## config.mk

```make
export PLATFORM = sky130hd
export DESIGN_NAME = topk_heap_select
export DESIGN_NICKNAME = d
export VERILOG_FILES = /design/src/rtl/tkh_pkg.sv /design/src/rtl/topk_heap_select.sv /design/src/rtl/tkh_ram.sv /design/src/rtl/tkh_datapath.sv /design/src/rtl/tkh_ctrl.sv
export SDC_FILE = /design/constraint.sdc
export NUM_CORES = 2
export LEC_CHECK = 0
export ABC_CLOCK_PERIOD_IN_PS = 11100
export BUFFER_PORTS_ARGS = -buffer_cell sky130_fd_sc_hd__clkbuf_2
export CAP_MARGIN = 20
export CORE_ASPECT_RATIO = 1.4
export CORE_MARGIN = 2
export CORE_UTILIZATION = 30
export DETAILED_ROUTE_END_ITERATION = 8
export PLACE_DENSITY_LB_ADDON = 0.2
export REMOVE_ABC_BUFFERS = 1
export SYNTH_ARGS = -nofsm -noshare
export SYNTH_HDL_FRONTEND = slang
export SYNTH_SLANG_ARGS = --single-unit
```

## constraint.sdc

```tcl
create_clock -name clk -period 11.1 [get_ports clk]
set_clock_uncertainty 0.1 [all_clocks]
set_input_delay 3.33 -clock clk [delete_from_list [all_inputs] [get_ports clk]]
set_output_delay 3.33 -clock clk [all_outputs]
set_load 0.1 [all_outputs]
```

## src/rtl/tkh_pkg.sv

```systemverilog
// ----------------------------------------------------------------------------
// tkh_pkg: shared definitions for the top-k heap selector
// Field widths, register indexes, fill values, the datapath operation codes,
// the status bundle returned by the datapath and the heap order compare.
// ----------------------------------------------------------------------------
package tkh_pkg;

	localparam int MAX_KEEP_DEF = 64;
	localparam int VALUE_W      = 32;
	localparam int KEEP_W       = 7;
	localparam int INDEX_OUT_W  = 6;
	localparam int CFG_IDX_W    = 1;
	localparam int CFG_DATA_W   = 7;

	localparam logic [CFG_IDX_W-1:0] REG_KEEP_COUNT      = 1'd0;
	localparam logic [CFG_IDX_W-1:0] REG_SELECT_SMALLEST = 1'd1;

	localparam logic [KEEP_W-1:0]  KEEP_COUNT_RST = 7'd8;
	localparam logic [VALUE_W-1:0] FILL_SMALLEST  = 32'hFFFF_FFFF;
	localparam logic [VALUE_W-1:0] FILL_LARGEST   = 32'h0000_0000;

	typedef enum logic [2:0] {
		OP_NONE,
		OP_CAPTURE,
		OP_CHECK,
		OP_SIFT,
		OP_EMIT_RD,
		OP_EMIT_LD
	} dp_op_t;

	typedef struct packed {
		logic beats;      // captured value beats the current root
		logic descend;    // sift step moves the hole down one level
		logic last;       // captured request closes the set
		logic out_free;   // output register can take a result this cycle
		logic emit_last;  // entry being emitted is the final one
	} dp_status_t;

	// True when a belongs above b in the heap of the selected mode.
	function automatic logic above(input logic [VALUE_W-1:0] a,
	                               input logic [VALUE_W-1:0] b,
	                               input logic smallest);
		return smallest ? (a > b) : (a < b);
	endfunction

endpackage

```

## src/rtl/topk_heap_select.sv

```systemverilog
// ----------------------------------------------------------------------------
// topk_heap_select: streaming top-k selection in a binary heap
// Keeps the k largest or k smallest values of a set and emits them in heap
// array order when the set's last value arrives.
// ----------------------------------------------------------------------------
// A value that does not beat the root passes through the accept step and the
// root check. A value that beats it then sinks in sift steps, one for each
// heap level that it moves down and a last one that writes it in place. The
// sift-down loop reads both children from the two read ports of the heap RAM
// and writes one entry each cycle. After the last request of a set the k
// entries leave one by one, each read from the heap RAM and then loaded into
// the output register once that register is free. A refill needs no pass
// over the RAM: every entry has a valid bit and an entry not written since
// the refill reads as the fill value. A register write starts a new set.
module topk_heap_select #(
	parameter int MAX_KEEP = tkh_pkg::MAX_KEEP_DEF
) (
	input  logic                            clk,
	input  logic                            arst_n,
	input  logic                            cfg_we,
	input  logic [tkh_pkg::CFG_IDX_W-1:0]   cfg_index,
	input  logic [tkh_pkg::CFG_DATA_W-1:0]  cfg_data,
	input  logic                            in_valid,
	output logic                            in_ready,
	input  logic [tkh_pkg::VALUE_W-1:0]     sample_value,
	input  logic                            last_sample,
	output logic                            out_valid,
	input  logic                            out_ready,
	output logic [tkh_pkg::VALUE_W-1:0]     kept_value,
	output logic [tkh_pkg::INDEX_OUT_W-1:0] kept_index,
	output logic                            last_result
);

	tkh_pkg::dp_op_t     op;
	tkh_pkg::dp_status_t status;

	tkh_ctrl u_ctrl (
		.clk      (clk),
		.arst_n   (arst_n),
		.in_valid (in_valid),
		.in_ready (in_ready),
		.status   (status),
		.op       (op)
	);

	tkh_datapath #(
		.MAX_KEEP (MAX_KEEP)
	) u_datapath (
		.clk          (clk),
		.arst_n       (arst_n),
		.cfg_we       (cfg_we),
		.cfg_index    (cfg_index),
		.cfg_data     (cfg_data),
		.op           (op),
		.status       (status),
		.sample_value (sample_value),
		.last_sample  (last_sample),
		.out_ready    (out_ready),
		.out_valid    (out_valid),
		.kept_value   (kept_value),
		.kept_index   (kept_index),
		.last_result  (last_result)
	);

endmodule

```

## src/rtl/tkh_ram.sv

```systemverilog
// ----------------------------------------------------------------------------
// tkh_ram: generic RAM
// One write port and two read ports, read data registered.
// ----------------------------------------------------------------------------
module tkh_ram #(
	parameter int WIDTH = tkh_pkg::VALUE_W,
	parameter int DEPTH = tkh_pkg::MAX_KEEP_DEF,
	localparam int AW   = (DEPTH > 1) ? $clog2(DEPTH) : 1
) (
	input  logic             clk,
	input  logic             we,
	input  logic [AW-1:0]    waddr,
	input  logic [WIDTH-1:0] wdata,
	input  logic [AW-1:0]    raddr_a,
	input  logic [AW-1:0]    raddr_b,
	output logic [WIDTH-1:0] rdata_a,
	output logic [WIDTH-1:0] rdata_b
);

	logic [WIDTH-1:0] mem [DEPTH];

	always_ff @(posedge clk) begin
		if (we) begin
			mem[waddr] <= wdata;
		end
		rdata_a <= mem[raddr_a];
		rdata_b <= mem[raddr_b];
	end

endmodule

```

## src/rtl/tkh_datapath.sv

```systemverilog
// ----------------------------------------------------------------------------
// tkh_datapath: heap store, compare logic and output register
// Holds the configuration, the heap RAM with per-entry valid bits, the
// sift-down compare and the result register, all driven by operation codes.
// ----------------------------------------------------------------------------
module tkh_datapath #(
	parameter int MAX_KEEP = tkh_pkg::MAX_KEEP_DEF
) (
	input  logic                                clk,
	input  logic                                arst_n,
	input  logic                                cfg_we,
	input  logic [tkh_pkg::CFG_IDX_W-1:0]       cfg_index,
	input  logic [tkh_pkg::CFG_DATA_W-1:0]      cfg_data,
	input  tkh_pkg::dp_op_t                     op,
	output tkh_pkg::dp_status_t                 status,
	input  logic [tkh_pkg::VALUE_W-1:0]         sample_value,
	input  logic                                last_sample,
	input  logic                                out_ready,
	output logic                                out_valid,
	output logic [tkh_pkg::VALUE_W-1:0]         kept_value,
	output logic [tkh_pkg::INDEX_OUT_W-1:0]     kept_index,
	output logic                                last_result
);

	localparam int AW = (MAX_KEEP > 1) ? $clog2(MAX_KEEP) : 1;
	localparam int KW = $clog2(MAX_KEEP + 1);
	localparam int CW = KW + 1;
	localparam logic [KW-1:0] K_MAX = KW'(MAX_KEEP);

	logic [tkh_pkg::KEEP_W-1:0]      keep_count_q;
	logic                            smallest_q;
	logic [MAX_KEEP-1:0]             valid_q;
	logic [tkh_pkg::VALUE_W-1:0]     value_q;
	logic                            last_q;
	logic [AW-1:0]                   pos_q;
	logic [AW-1:0]                   idx_q;
	logic                            va_a_q;
	logic                            va_b_q;
	logic                            out_valid_q;
	logic [tkh_pkg::VALUE_W-1:0]     out_value_q;
	logic [tkh_pkg::INDEX_OUT_W-1:0] out_index_q;
	logic                            out_last_q;

	logic [KW-1:0]               k;
	logic [tkh_pkg::VALUE_W-1:0] fill;
	logic [tkh_pkg::VALUE_W-1:0] rd_a;
	logic [tkh_pkg::VALUE_W-1:0] rd_b;
	logic [tkh_pkg::VALUE_W-1:0] val_a;
	logic [tkh_pkg::VALUE_W-1:0] val_b;
	logic [tkh_pkg::VALUE_W-1:0] cand;
	logic [tkh_pkg::VALUE_W-1:0] child_val;
	logic [CW-1:0]               l_idx;
	logic [CW-1:0]               r_idx;
	logic [CW-1:0]               best;
	logic [CW-1:0]               next_l;
	logic [CW-1:0]               next_r;
	logic [CW-1:0]               root_l;
	logic [CW-1:0]               root_r;
	logic                        l_ok;
	logic                        r_ok;
	logic                        take_l;
	logic                        take_r;
	logic                        descend;
	logic                        out_free;
	logic                        emit_last;
	logic                        ram_we;
	logic [AW-1:0]               ram_wa;
	logic [tkh_pkg::VALUE_W-1:0] ram_wd;
	logic [AW-1:0]               ra_a;
	logic [AW-1:0]               ra_b;

	tkh_ram #(
		.WIDTH (tkh_pkg::VALUE_W),
		.DEPTH (MAX_KEEP)
	) u_heap_ram (
		.clk     (clk),
		.we      (ram_we),
		.waddr   (ram_wa),
		.wdata   (ram_wd),
		.raddr_a (ra_a),
		.raddr_b (ra_b),
		.rdata_a (rd_a),
		.rdata_b (rd_b)
	);

	always_comb begin
		if (keep_count_q == '0) begin
			k = KW'(1);
		end else if (keep_count_q > tkh_pkg::KEEP_W'(MAX_KEEP)) begin
			k = K_MAX;
		end else begin
			k = keep_count_q[KW-1:0];
		end
	end

	// An entry never written since the last refill reads as the fill value.
	assign fill  = smallest_q ? tkh_pkg::FILL_SMALLEST : tkh_pkg::FILL_LARGEST;
	assign val_a = va_a_q ? rd_a : fill;
	assign val_b = va_b_q ? rd_b : fill;

	assign l_idx = CW'({pos_q, 1'b0}) + CW'(1);
	assign r_idx = l_idx + CW'(1);
	assign l_ok  = l_idx < CW'(k);
	assign r_ok  = r_idx < CW'(k);

	// The value being sifted rides in value_q; the left child wins ties.
	assign take_l    = l_ok && tkh_pkg::above(val_a, value_q, smallest_q);
	assign cand      = take_l ? val_a : value_q;
	assign take_r    = r_ok && tkh_pkg::above(val_b, cand, smallest_q);
	assign descend   = take_l || take_r;
	assign best      = take_r ? r_idx : l_idx;
	assign child_val = take_r ? val_b : val_a;
	assign next_l    = {best[CW-2:0], 1'b0} + CW'(1);
	assign next_r    = next_l + CW'(1);
	assign root_l    = CW'(1);
	assign root_r    = CW'(2);

	assign out_free  = !out_valid_q || out_ready;
	assign emit_last = (KW'(idx_q) == (k - KW'(1)));

	always_comb begin
		ram_we = 1'b0;
		ram_wa = pos_q;
		ram_wd = value_q;
		ra_a   = '0;
		ra_b   = '0;
		unique case (op)
			tkh_pkg::OP_NONE: begin
			end
			tkh_pkg::OP_CAPTURE: begin
				ra_a = '0;
			end
			tkh_pkg::OP_CHECK: begin
				ra_a = root_l[AW-1:0];
				ra_b = root_r[AW-1:0];
			end
			tkh_pkg::OP_SIFT: begin
				ram_we = 1'b1;
				ram_wd = descend ? child_val : value_q;
				ra_a   = next_l[AW-1:0];
				ra_b   = next_r[AW-1:0];
			end
			tkh_pkg::OP_EMIT_RD, tkh_pkg::OP_EMIT_LD: begin
				ra_a = idx_q;
			end
			default: begin
			end
		endcase
	end

	always_ff @(posedge clk or negedge arst_n) begin
		if (!arst_n) begin
			keep_count_q <= tkh_pkg::KEEP_COUNT_RST;
			smallest_q   <= 1'b0;
			valid_q      <= '0;
			pos_q        <= '0;
			idx_q        <= '0;
			out_valid_q  <= 1'b0;
		end else begin
			if (out_valid_q && out_ready && (op != tkh_pkg::OP_EMIT_LD)) begin
				out_valid_q <= 1'b0;
			end
			case (op)
				tkh_pkg::OP_CAPTURE: begin
					idx_q <= '0;
				end
				tkh_pkg::OP_CHECK: begin
					pos_q <= '0;
				end
				tkh_pkg::OP_SIFT: begin
					valid_q[pos_q] <= 1'b1;
					if (descend) begin
						pos_q <= best[AW-1:0];
					end
				end
				tkh_pkg::OP_EMIT_LD: begin
					if (out_free) begin
						out_valid_q <= 1'b1;
						idx_q       <= idx_q + AW'(1);
						// The set is done: start the next one from the fill value.
						if (emit_last) begin
							valid_q <= '0;
						end
					end
				end
				default: begin
				end
			endcase
			if (cfg_we) begin
				unique case (cfg_index)
					tkh_pkg::REG_KEEP_COUNT:      keep_count_q <= cfg_data;
					tkh_pkg::REG_SELECT_SMALLEST: smallest_q   <= cfg_data[0];
					default: begin
					end
				endcase
				valid_q <= '0;
			end
		end
	end

	always_ff @(posedge clk) begin
		va_a_q <= valid_q[ra_a];
		va_b_q <= valid_q[ra_b];
		if (op == tkh_pkg::OP_CAPTURE) begin
			value_q <= sample_value;
			last_q  <= last_sample;
		end
		if ((op == tkh_pkg::OP_EMIT_LD) && out_free) begin
			out_value_q <= val_a;
			out_index_q <= tkh_pkg::INDEX_OUT_W'(idx_q);
			out_last_q  <= emit_last;
		end
	end

	assign status.beats     = tkh_pkg::above(val_a, value_q, smallest_q);
	assign status.descend   = descend;
	assign status.last      = last_q;
	assign status.out_free  = out_free;
	assign status.emit_last = emit_last;

	assign out_valid   = out_valid_q;
	assign kept_value  = out_value_q;
	assign kept_index  = out_index_q;
	assign last_result = out_last_q;

endmodule

```

## src/rtl/tkh_ctrl.sv

```systemverilog
// ----------------------------------------------------------------------------
// tkh_ctrl: sequencer for the top-k heap selector
// Steps each request through the root check, a sift-down when it beats the
// root and, at the end of a set, the emission of the kept entries.
// ----------------------------------------------------------------------------
module tkh_ctrl (
	input  logic                clk,
	input  logic                arst_n,
	input  logic                in_valid,
	output logic                in_ready,
	input  tkh_pkg::dp_status_t status,
	output tkh_pkg::dp_op_t     op
);

	typedef enum logic [2:0] {
		S_IDLE,
		S_CHECK,
		S_SIFT,
		S_EMIT_RD,
		S_EMIT_LD
	} state_t;

	state_t state_q;
	state_t state_d;
	logic   in_ready_q;

	always_comb begin
		state_d = state_q;
		op      = tkh_pkg::OP_NONE;
		unique case (state_q)
			S_IDLE: begin
				if (in_valid) begin
					op      = tkh_pkg::OP_CAPTURE;
					state_d = S_CHECK;
				end
			end
			S_CHECK: begin
				op = tkh_pkg::OP_CHECK;
				if (status.beats) begin
					state_d = S_SIFT;
				end else if (status.last) begin
					state_d = S_EMIT_RD;
				end else begin
					state_d = S_IDLE;
				end
			end
			S_SIFT: begin
				op = tkh_pkg::OP_SIFT;
				if (!status.descend) begin
					state_d = status.last ? S_EMIT_RD : S_IDLE;
				end
			end
			S_EMIT_RD: begin
				op      = tkh_pkg::OP_EMIT_RD;
				state_d = S_EMIT_LD;
			end
			S_EMIT_LD: begin
				op = tkh_pkg::OP_EMIT_LD;
				if (status.out_free) begin
					state_d = status.emit_last ? S_IDLE : S_EMIT_RD;
				end
			end
			default: begin
				state_d = S_IDLE;
			end
		endcase
	end

	always_ff @(posedge clk or negedge arst_n) begin
		if (!arst_n) begin
			state_q    <= S_IDLE;
			in_ready_q <= 1'b1;
		end else begin
			state_q    <= state_d;
			in_ready_q <= (state_d == S_IDLE);
		end
	end

	assign in_ready = in_ready_q;

endmodule

```

* After elaboration in Yosys (flattened, before gate mapping)
Memory sizes are Yosys's and may differ from the RTL's. A register that Yosys moved wholly into a read port is not among the register bits. Index checks and enable logic that the tools add are counted.
Storage, ports and cells: flip-flop bits (word level) 163, bits in latches 0, bits in writable memories 2048, bits in read-only memories 0, bits of input ports 46, output and inout port bits 41, word-level logic and storage cells 114, memories 1
Cells by class: $add $sub $neg 6, multiply operators 0, div/mod/pow operators 0, magnitude comparators 11, equal/unequal tests 15, shift operators 0, multiplexer cells 43, bitwise logic cells 2, reductions and logical operators 21
Memory list:
- u_datapath.u_heap_ram.mem | words 64, bits a word 32, rd ports 2, clocked after memory_dff 2, wr ports 1, line tkh_ram.sv:20 | logic [WIDTH-1:0] mem [DEPTH];
Operators with widths (count):
- $mux W32 | 7
- $mux W64 | 3
- $pmux W64 S2 | 1
- $gt A32 B32 Y1 | 2
- $lt A32 B32 Y1 | 2
- $or A64 B64 Y64 | 1
- $pmux W6 S2 | 3
- $pmux W3 S5 | 2
- $lt A6 B7 Y1 const B | 3
- $add A6 B1 Y6 const B | 3
- $mux W6 | 3
- $pmux W6 S3 | 1
- $lt A8 B7 Y1 | 2
- $mux W7 | 2
- $bmux W1 S6 | 2
- $eq A3 B2 Y1 const B | 4
- $mux W1 | 12
- $mux W3 | 4
- $eq A3 B3 Y1 const B | 3
- $add A7 B1 Y8 const B | 1
- $add A8 B1 Y8 const B | 1
- $reduce_and A2 Y1 | 4
- $eq A6 B7 Y1 | 1
- $gt A7 B7 Y1 const B | 1
- other kinds (18) | 30

* Logic depth before layout (Yosys ltp)
depth in word-level cells 15, gate-level depth with buffers 42, depth with buffers taken out 32

* By module
From an unflattened synthesis, not the netlist that was laid out.
Unflattened totals: cell total of the unflattened synthesis 5589, area, all modules 106702.3 um2
Modules (own cells, without submodules):
- tkh_ram | instances 1, cells each 4412, area each 95660.5 um2, seq. area each 62780.2 um2
- tkh_datapath | instances 1, cells each 1151, area each 10790.3 um2, seq. area each 4330.4 um2
- tkh_ctrl | instances 1, cells each 26, area each 251.5 um2, seq. area each 101.3 um2

* Worst setup path after synthesis
OpenSTA, ideal clock, no wires.
path kind reg-to-reg, start point register u_datapath.va_a_q, end point memory u_datapath.u_heap_ram.mem[0][22] (netlist name), data pin, setup time 0.564 ns, arrival time 8.183 ns, required time 10.436 ns, path slack 2.253 ns, stages on the path, launching flop included 33, path buffers 8, clock period less this slack 8.847 ns, path through dfxtp_1 clkbuf_1 nand2b_1 clkbuf_1 nand2_1 ha_1 a21o_1 a21o_1 a21o_1 a21oi_1 nor2b_1 o211ai_1 nand3b_1 or4b_2 nand2_1 clkbuf_1 nor2_1 a21oi_1 ha_1 a21oi_1 o21ai_1 a211oi_1 a31oi_4 or3_1 buf_4 buf_6 nand2_1 inv_1 buf_2 a31oi_1 buf_2 buf_2 mux2i_1
Between the ends: cells in the longest elaborated chain, start to end 11, elaborated cells between the ends (all ways) 14, those cells by class order compare: 4; mux: 7; reduce/logical: 3
RTL lines:
- start, declared | line tkh_datapath.sv:37 | logic va_a_q;
- start signal, assigned | line tkh_datapath.sv:202 | va_a_q <= valid_q[ra_a];
- $mux W32 (*) | line tkh_datapath.sv:98 | assign val_a = va_a_q ? rd_a : fill;
- named net u_datapath.val_a, one bit | line tkh_datapath.sv:48 | logic [tkh_pkg::VALUE_W-1:0] val_a;
- $lt A32 B32 Y1 / $gt A32 B32 Y1 (equally long branches) | line tkh_pkg.sv:43 | return smallest ? (a > b) : (a < b);
- $mux W1 | line tkh_pkg.sv:43
- $logic_and A1 B1 Y1 | line tkh_datapath.sv:107 | assign take_l = l_ok && tkh_pkg::above(val_a, value_q, smallest_q);
- $mux W32 | line tkh_datapath.sv:108 | assign cand = take_l ? val_a : value_q;
- $lt A32 B32 Y1 / $gt A32 B32 Y1 (equally long branches) | line tkh_pkg.sv:43
- $mux W1 | line tkh_pkg.sv:43
- $logic_and A1 B1 Y1 | line tkh_datapath.sv:109 | assign take_r = r_ok && tkh_pkg::above(val_b, cand, smallest_q);
- $mux W32 / $logic_or A1 B1 Y1 (equally long branches) | line tkh_datapath.sv:112, tkh_datapath.sv:110
- $mux W32 (*) | line tkh_datapath.sv:139 | ram_wd = descend ? child_val : value_q;
- $mux W32 (*) | line tkh_datapath.sv:127 | unique case (op)
- named net u_datapath.ram_wd, one bit | line tkh_datapath.sv:68 | logic [tkh_pkg::VALUE_W-1:0] ram_wd;
- end, declared | line tkh_ram.sv:20
The timed path passes the listed nets; every way through them passes the cells marked *.

* Final worst setup path
start point register u_datapath.smallest_q, end point register u_datapath.u_heap_ram.rdata_b[18] (read register of u_datapath.u_heap_ram.mem)
Between the ends: cells in the longest elaborated chain, start to end 13, elaborated cells between the ends (all ways) 16, those cells by class add/sub: 2; order compare: 4; mux: 8; reduce/logical: 2
RTL lines:
- start, declared | line tkh_datapath.sv:31 | logic smallest_q;
- start signal, assigned | line tkh_datapath.sv:192 | tkh_pkg::REG_SELECT_SMALLEST: smallest_q <= cfg_data[0];
- $mux W32 (*) | line tkh_datapath.sv:97 | assign fill = smallest_q ? tkh_pkg::FILL_SMALLEST : tkh_pkg::FILL_LARGEST;
- $mux W32 (*) | line tkh_datapath.sv:98
- named net u_datapath.val_a, one bit | line tkh_datapath.sv:48
- $lt A32 B32 Y1 / $gt A32 B32 Y1 (equally long branches) | line tkh_pkg.sv:43
- $mux W1 | line tkh_pkg.sv:43
- $logic_and A1 B1 Y1 | line tkh_datapath.sv:107
- $mux W32 (*) | line tkh_datapath.sv:108
- $lt A32 B32 Y1 / $gt A32 B32 Y1 (equally long branches) | line tkh_pkg.sv:43
- $mux W1 (*) | line tkh_pkg.sv:43
- $logic_and A1 B1 Y1 (*) | line tkh_datapath.sv:109
- $mux W6 (*) | line tkh_datapath.sv:111 | assign best = take_r ? r_idx : l_idx;
- $add A6 B1 Y6 (*) | line tkh_datapath.sv:113 | assign next_l = {best[CW-2:0], 1'b0} + CW'(1);
- $add A6 B1 Y6 (*) | line tkh_datapath.sv:114 | assign next_r = next_l + CW'(1);
- $pmux W6 S2 (*) | line tkh_datapath.sv:127
- end, declared | line tkh_ram.sv:17 | output logic [WIDTH-1:0] rdata_b
Marks and branches as above. A chain may end at the register's enable or synchronous reset.

==> results_dict.tcl <==
set metrics [dict create \
    synth-xor-area-share_pct 0.1217 \
    coreArea_mm2 0.3342 \
    worst_path_max_delay_cell "nand2_4" \
    yosys.area_share.simple_pct 8.890 \
    io_pins 87 \
    vias 66590 \
    min_path_type "flop to flop" \
    wl_um 419500 \
    netlist_area_mm2 0.1007 \
    postRouteAntennaNets 0 \
    fp.dieArea_mm2 0.3405 \
    crit_top_cell "a21oi_1" \
    startpoint "u_datapath.smallest_q" \
    gr-usage-all-layers_pct 24.03 \
    synth_top_family_by_area "multiplexers" \
    cap_violations 0 \
    rrSetupSlack_ns 0.48 \
    initial_core_util_pct 30.15 \
    clock_sinks 2275 \
    overflow 0 \
    leakagePower_uw 0.03738 \
    nets 6833 \
    period_needed_ns 10.62 \
    finalSetupViolCount 0 \
    fp.dieH_um 689.7 \
    synth.most_common_cell "edfxtp_1" \
    reg2reg_from "u_datapath.smallest_q" \
    final_hold_viol_count 0 \
    drv_slew 0 \
    clk_transition_reported_paths_ns 0.07 \
    cts_tree "done" \
    cts_root_buf "clkbuf_16" \
    finalCritPeriodShare_pct 95.64 \
    fp.dieW_um 493.8 \
    cellPowerDensity_mw_per_mm2 361.7 \
    ir_worst_vdd_mv 0.8138 \
    setup_tns_ns 0 \
    netlist.area_leader.share_pct 63.19 \
    cp.required_ns 11.80 \
    routedWlPerCell_um 37.05 \
    drt_first_pass_iters 6 \
    critPathKind "flop to flop" \
    syn_area_per_cell_um2 15.14 \
    r2r_end "u_datapath.u_heap_ram.rdata_b[18]" \
    post_cts_resized 0 \
    slew_headroom_pct 15.11 \
    synthAdderAreaFrac_pct 0.9936 \
    ys_warn_count 0 \
    io_buffer_count 86 \
    critPathLaunchType "flop" \
    drive_gt1_share_pct 19.31 \
    critPathArrivalTime_ns 11.31 \
    async_reset_ff_share_pct 3.912 \
    synth_common_cells "edfxtp_1 (2,120), nand2_1 (1,127), mux4_2 (520)" \
    ys_top_cells_by_area "edfxtp_1 (63%), mux4_2 (12%), nand2_1 (4.2%)" \
    drt_iter0_markers 9029 \
    post_cts_buffers 0 \
    avgViaCountPerCell 5.881 \
    outcome "finished, final reports clean" \
    clockBufferDepth 4 \
    ys_seq_area_share_pct 66.72 \
    fmax_mhz 94.19 \
    yosysUniqueCellTypes 81 \
    fillCellCount 32020 \
    synth_compound_area_share_pct 6.612 \
    synth-edff-count 2120 \
    cpPeakStageDelay_ns 0.92 \
    synth_ff_type "edfxtp_1" \
    grt_max_degree 127 \
    post-place-ws_ns 0.6908 \
    worst-r2r-cell-count 31 \
    ys_seq_elements 2275 \
    setup_ws_ns 0.4835 \
    htreeDepth 4 \
    cts_hold_buf 0 \
    clock_latency_ns 0.92 \
    rsz0062_at_grt "no" \
    drc 0 \
    fp-row-count 251 \
    synthMuxAreaShare_pct 14.36 \
    place_congestion 0.9013 \
    grt_pass1_vias 65540 \
    areaGrowthSynthToFinish_pct 14.39 \
    dpl.hpwl_um 239900 \
    cp_max_fo 52 \
    grt_antenna_before_repair 29 \
    grt_pass1_wl_um 566300 \
    endpoint_kind "flop" \
    synth_area_leader_cell "edfxtp_1" \
    cts_buffers 225 \
    critPathCapture "u_datapath.u_heap_ram.rdata_b[18]" \
    synth_cells 6655 \
    tightest_slew_ns 1.273 \
]
## report_power, final
part | internal, µW | switching [µW]
sequential | 11700 | 424
combinational | 6990 | 14800
clock | 4330 | 3460
total | 23000 | 18700
## logic make-up (layout without fill, tap and decap cells)
logic type,after synthesis,count (layout)
AOI/OAI and AO/OA,937,937
adders and majority gates,80,80
buffers and inverters,538,772
DFF,2275,2275
and+or+nand+nor,2017,2017
xor gates and xnor gates,14,14
muxes,794,794
other,0,7
## metrics by stage
| stage | utilization, % | hold WS, ns | total power, µW | instance area [µm²] | std cells |
|---|---|---|---|---|---|
| after floorplan | - | 0.3574 | 25360 | 98590 | 6162 |
| after global placement | 32.29 | 0.3704 | 33670 | 107900 | 10900 |
| after detailed placement | 32.29 | 0.3845 | 33720 | 107900 | 10900 |
| after CTS | 34.46 | 0.3949 | 41530 | 115100 | 11310 |
| after global routing | 34.48 | 0.4237 | 43100 | 115200 | 11320 |
| final | 34.49 | 0.3965 | 41680 | 115200 | 11320 |
## per-layer routing
layer / wire length, µm / track usage [%]
met5: 69 / 0
met4: 22880 / 11.89
met3: 34500 / 4.064
met2: 200300 / 39.43
met1: 161700 / 30.72
## layout make-up
cell class	instances	area (µm²)	share of cell area, %
Sequential cell	2275	67210	58.32
Multi-Input combinational cell	3842	32300	28.03
Clock buffer	283	6032	5.234
Tap cell	4427	5539	4.806
Timing Repair Buffer	318	2753	2.389
Clock inverter	126	1210	1.050
Inverter	45	176.4	0.1531
Antenna cell	7	17.52	0.01520
## sequential cells by signal, indices dropped and copies added, names as in the netlist, 3 cells and up
register,cells
u_datapath.keep_count_q,7
u_ctrl.state_q,3
u_datapath.idx_q,6
u_datapath.kept_value,32
u_datapath.kept_index,6
u_datapath.valid_q,64
u_datapath.u_heap_ram.mem,2048
u_datapath.pos_q,6
u_datapath.value_q,32
u_datapath.u_heap_ram.rdata_b,32
u_datapath.u_heap_ram.rdata_a,32
## critical path: cells and delay by family, from the launching register on
| family | cells | cell delay, ns |
|---|---|---|
| buffers and inverters | 4 | 1.59 |
| flip-flops | 1 | 0.50 |
| AO/OA/AOI/OAI | 14 | 3.27 |
| AND/OR/NAND/NOR | 9 | 3.64 |
| adder cells (fa/ha/maj) | 3 | 1.05 |
| multiplexers | 1 | 0.22 |
## how the worst min path moves through the flow
stage / from / endpoint / slack (ns) / cells after the start
final: u_datapath.valid_q[57] / u_datapath.valid_q[57] / 0.40 / 2
after global routing: u_datapath.valid_q[25] / u_datapath.valid_q[25] / 0.42 / 2
after CTS: u_datapath.valid_q[7] / u_datapath.valid_q[7] / 0.39 / 2
after detailed placement: u_datapath.valid_q[57] / u_datapath.valid_q[57] / 0.38 / 2
after global placement: u_datapath.valid_q[5] / u_datapath.valid_q[5] / 0.37 / 2
after floorplan: u_datapath.valid_q[11] / u_datapath.valid_q[11] / 0.36 / 2
## placed cells by master (no fill, tap or decap), types with 79 or more instances in the layout
master	instances
a211oi_1	106
a21oi_1	254
a31oi_1	130
a32oi_1	128
buf_4	188
clkbuf_16	228
clkbuf_2	85
dfrtp_1	87
edfxtp_1	2120
ha_1	79
mux2i_1	230
mux4_2	520
nand2_1	1124
nand3_1	256
nor2_1	193
(Power assumes the default switching activity.)
